==> src/hdl/imam_pkg.sv <==
// shared types and constants of the integer matrix add / multiply block
// no dependencies
package imam_pkg;

   localparam int DATA_W    = 32;
   localparam int IDX_W     = 3;
   localparam int DIM_W     = 4;
   localparam int OP_W      = 2;
   localparam int STAT_W    = 2;
   localparam int CSR_IDX_W = 3;
   localparam int TDATA_W   = 40;

   localparam logic [OP_W-1:0] OP_LOAD_A = 2'd0;
   localparam logic [OP_W-1:0] OP_LOAD_B = 2'd1;
   localparam logic [OP_W-1:0] OP_RUN    = 2'd2;

   localparam logic [STAT_W-1:0] ST_OK       = 2'd0;
   localparam logic [STAT_W-1:0] ST_MISMATCH = 2'd1;
   localparam logic [STAT_W-1:0] ST_EMPTY    = 2'd2;

   localparam logic [CSR_IDX_W-1:0] REG_ROWS_A = 3'd0;
   localparam logic [CSR_IDX_W-1:0] REG_COLS_A = 3'd1;
   localparam logic [CSR_IDX_W-1:0] REG_ROWS_B = 3'd2;
   localparam logic [CSR_IDX_W-1:0] REG_COLS_B = 3'd3;
   localparam logic [CSR_IDX_W-1:0] REG_MODE   = 3'd4;

   typedef struct packed {
      logic              valid;
      logic [IDX_W-1:0]  row;
      logic [IDX_W-1:0]  col;
      logic              first;
      logic              fin_t;
      logic              last;
      logic [STAT_W-1:0] status;
   } tok_type;

endpackage

==> src/hdl/imam_mac.sv <==
// multiply / add stage, dot-product accumulator and result register
// depends on imam_pkg
module imam_mac import imam_pkg::*; (
   input  logic              clock,
   input  logic              reset,
   input  logic              mode,
   input  tok_type           tok_in,
   input  logic [DATA_W-1:0] a_rd,
   input  logic [DATA_W-1:0] b_rd,
   input  logic              rsp_ready,
   output logic              en,
   output logic              rsp_valid,
   output logic [IDX_W-1:0]  rsp_row,
   output logic [IDX_W-1:0]  rsp_col,
   output logic [DATA_W-1:0] rsp_value,
   output logic [STAT_W-1:0] rsp_status,
   output logic              rsp_last
);

   tok_type           tok_ff;
   logic [DATA_W-1:0] val_ff;
   logic [DATA_W-1:0] val_in;
   logic [DATA_W-1:0] acc_ff;
   logic [DATA_W-1:0] acc_in;
   logic              rsp_valid_ff;
   logic [IDX_W-1:0]  row_ff;
   logic [IDX_W-1:0]  col_ff;
   logic [DATA_W-1:0] value_ff;
   logic [STAT_W-1:0] status_ff;
   logic              last_ff;

   always_comb begin
      en     = !rsp_valid_ff || rsp_ready;
      val_in = mode ? a_rd * b_rd : a_rd + b_rd;
      acc_in = (tok_ff.first ? '0 : acc_ff) + val_ff;
   end

   always_ff @(posedge clock) begin
      if (reset) begin
         tok_ff.valid <= 1'b0;
         rsp_valid_ff <= 1'b0;
      end else if (en) begin
         tok_ff.valid <= tok_in.valid;
         rsp_valid_ff <= tok_ff.valid && tok_ff.fin_t;
      end
   end

   always_ff @(posedge clock) begin
      if (en) begin
         tok_ff.row    <= tok_in.row;
         tok_ff.col    <= tok_in.col;
         tok_ff.first  <= tok_in.first;
         tok_ff.fin_t  <= tok_in.fin_t;
         tok_ff.last   <= tok_in.last;
         tok_ff.status <= tok_in.status;
         val_ff        <= val_in;
         if (tok_ff.valid) begin
            acc_ff <= acc_in;
         end
         if (tok_ff.valid && tok_ff.fin_t) begin
            row_ff    <= tok_ff.row;
            col_ff    <= tok_ff.col;
            value_ff  <= (tok_ff.status == ST_OK) ? acc_in : '0;
            status_ff <= tok_ff.status;
            last_ff   <= tok_ff.last;
         end
      end
   end

   assign rsp_valid  = rsp_valid_ff;
   assign rsp_row    = row_ff;
   assign rsp_col    = col_ff;
   assign rsp_value  = value_ff;
   assign rsp_status = status_ff;
   assign rsp_last   = last_ff;

endmodule

==> config.mk <==
export PLATFORM = sky130hd
export DESIGN_NAME = imam_mac
export DESIGN_NICKNAME = d
export VERILOG_FILES = /design/src/hdl/imam_pkg.sv /design/src/hdl/imam_mac.sv
export SDC_FILE = /design/constraint.sdc
export NUM_CORES = 1
export LEC_CHECK = 0
export ABC_AREA = 1
export BUFFER_PORTS_ARGS = -buffer_cell sky130_fd_sc_hd__buf_4
export CAP_MARGIN = 10
export CORE_UTILIZATION = 55
export CTS_BUF_LIST = sky130_fd_sc_hd__clkbuf_2
export CTS_CLUSTER_DIAMETER = 200
export CTS_CLUSTER_SIZE = 24
export DETAILED_ROUTE_END_ITERATION = 8
export PLACE_DENSITY_LB_ADDON = 0.2
export SLEW_MARGIN = 30
export SYNTH_ARGS = -nofsm -noshare
export SYNTH_HDL_FRONTEND = slang
export SYNTH_SLANG_ARGS = --single-unit
==> constraint.sdc <==
create_clock -name clock -period 10.4 [get_ports clock]
set_clock_uncertainty 0.1 [all_clocks]
set_input_delay 0.52 -clock clock [delete_from_list [all_inputs] [get_ports clock]]
set_output_delay 0.52 -clock clock [all_outputs]
set_load 0.05 [all_outputs]
==> flow_summary_export.csv <==
group,metric,value,unit
synth,synth_adder_area_share,0.432,
floorplan,die_area,0.0452,mm²
grt,grt_pass1_wl,115000,µm
critical_path,critPathMaxStageDelay,0.54,ns
synth,ys_types,48,
placed_design,dp_hpwl,58100,µm
clock_network,htree_levels,4,
routing,wl,73300,µm
synth,synth_top_family_by_area,"adder cells",
critical_path,cpMaxStageDelayCell,"fa_1",
timing,finalSetupViolations,0,
synth,synth_area,0.0244,mm²
grt,grt_max_degree,46,
synth,yosys-mux-area-fraction,0.000462,
critical_path,arrival,7.24,ns
routing,drt_iter0_markers,1499,
critical_path,path_delay_family,"adder cells",
synth,synth-compound-area-share,0.0659,
placed_design,gp_congestion,0.964,
timing,hold_viol_final,0,
placed_design,port_buffers,122,
routing,dr_total_vias,20200,
clock_network,path_clk_slew,0.16,ns
grt,grt_overflow,0,
critical_path,worst-path-buf-inv,7,
clock_network,post-cts-setup-buffer-count,0,
synth,ys_seq_elements,118,
routing,ant_nets,0,
clock_network,cts_buffers,17,
critical_path,endpoint_kind,"flop",
outcome,outcome,"completed",
critical_path,worstPathRequired,10.76,ns
synth,yosysWarnings,0,
routing,wl_per_cell,19.2,µm
synth,synthFlopType,"edfxtp_1",
synth,synth_area_leaders,"fa_1 34%, edfxtp_1 14%, inv_1 14%",
floorplan,boundaryPins,123,
critical_path,crit_path_frequent_cell,"fa_1",
synth,synth-async-reset-ratio,0,
grt,grt.total_usage,0.341,
clock_network,clockBufferDepth,2,
timing,setup_tns,0,ns
clock_network,clk_latency,0.72,ns
timing,period_needed,6.88,ns
clock_network,clock-sinks,118,
synth,seq_area_frac_synth,0.145,
synth,synthSimpleGateAreaFrac,0.179,
routing,vias_per_cell,5.29,
timing,max_freq,145,MHz
timing,rsz0062_at_grt,"no",
grt,antenna_found_initial,1,
final_layout,fin_nets,3897,
floorplan,core_area,0.0434,mm²
synth,synth_xor_area_frac,0.0201,
floorplan,die_h,213,µm
final_layout,area_growth_syn_to_layout,6.54,%
timing,tightestPinTransition,0.821,ns
floorplan,floorplan.initialDensity,0.562,
timing,drv_slew,0,
critical_path,worst-path-max-fanout,26,
placed_design,place_inst,3775,
final_layout,mostFrequentLayoutCells,"903 x inv_1, 830 x nand2_1, 410 x fa_1, 185 x ha_1, 154 x nor2_1",
min_path,worstHoldPathType,"in -> reg",
routing,first_pass_iters,8,
critical_path,r2r_setup_slack,6.90,ns
floorplan,fp.dieW,213,µm
timing,maxSlewHeadroom,0.452,
synth,yosys.area.top_type,"fa_1",
final_layout,fin_cells,3819,
synth,yosys.area.top_type_share,0.337,
timing,timing.hold.ws,0.129,ns
final_layout,layout_commonest_cell,"inv_1",
floorplan,row_count,76,
routing,drc_errors,0,
synth,synth_nets,3851,
synth,synth_edf_count,116,
synth,synthCells,3176,
clock_network,cts-root-buf,"clkbuf_2",
final_layout,drive_above_1_share,0.0554,
timing,finalCritPeriodShare,0.661,
critical_path,worstSetupPathType,"in -> reg",
clock_network,cts_tree,"yes",
grt,grt_pass1_vias,21400,
critical_path,cp-start-kind,"primary input",
flow_run,cap_violations,0,
synth,avgSynthCellArea,7.68,µm²
[tightest hold or removal path, stage by stage]
cell	delay, ns
buf_4	0.08
nor2_1	0.12
nor2_1	0.13
a211oi_1	0.05
[through the flow]
stage / instance area [µm²] / setup slack, ns / utilization
3_3_place_gp: 25600 / 2.79 / 0.590
6_report: 26000 / 3.52 / 0.599
3_5_place_dp: 25600 / 2.83 / 0.591
5_1_grt: 26000 / 3.34 / 0.599
4_1_cts: 26000 / 3.63 / 0.599
2_1_floorplan: 24400 / 3.64 / -
[state kept, by name, indices dropped and copies added, names as in the netlist]
signal,cells
rsp_last,1
rsp_row,3
rsp_col,3
tok_ff,12
acc_ff,32
rsp_value,32
val_ff,32
rsp_status,2
rsp_valid,1
[final timing paths]
check,from,end,cells past startpoint
setup / recovery,b_rd[6],val_ff[31],26
hold / removal,rsp_ready,tok_ff[11],4
setup reg to reg,tok_ff[4],acc_ff[27],11
hold reg to reg,tok_ff[8],rsp_row[0],0
[Yosys cell counts (2+ instances only)]
library cell,instances
inv_1,904
nand2_1,830
fa_1,410
ha_1,185
nor2_1,156
a21oi_1,120
edfxtp_1,116
o21ai_0,86
clkbuf_1,79
nand3_1,77
xor2_1,37
xnor2_1,19
a21o_1,14
buf_2,14
o21bai_1,14
nor3_1,12
buf_1,9
o21ai_1,9
nand4_1,8
a31oi_1,7
nand3b_1,7
a221oi_1,6
buf_4,6
nor4_1,5
o21a_1,5
or2_2,5
clkbuf_2,4
a211oi_1,3
a21oi_2,3
nand2_2,3
dfxtp_1,2
o2111ai_1,2
o21ai_2,2
o21bai_2,2
o31ai_1,2
[kinds of logic (layout without fill, tap and decap cells)]
kind of cell / count (synthesis) / after routing
xor+xnor: 56 / 56
simple gates: 1107 / 1107
other cells: 0 / 1
flops: 118 / 118
compound gates: 282 / 282
buf+inv: 1017 / 1074
mux: 1 / 1
fa+ha+maj: 595 / 595
[what timing repair did]
action / CTS / global route
resized for setup: 0 / 0
endpoints found under the hold margin: 13 / 0
hold buffers: 13 / 0
[final cells by class]
class | count | area, µm²
Antenna cell | 1 | 2.50
Clock buffer | 20 | 100
Clock inverter | 10 | 109
Fill cell | 4090 | 17400
Inverter | 905 | 3400
Multi-Input combinational cell | 2041 | 17000
Sequential cell | 118 | 3520
Tap cell | 585 | 732
Timing Repair Buffer | 139 | 1100
[metal layers]
metal,global-route usage,up-vias,part of all wire
met5,0,-,0
met3,0.0637,177,0.084
met1,0.419,9794,0.39
met2,0.584,824,0.48
li1,-,9412,-
met4,0.151,0,0.047
Power is left out: the tool's default activity adds up to more than one toggle a clock period on the data nets, which glitch-free logic cannot reach.
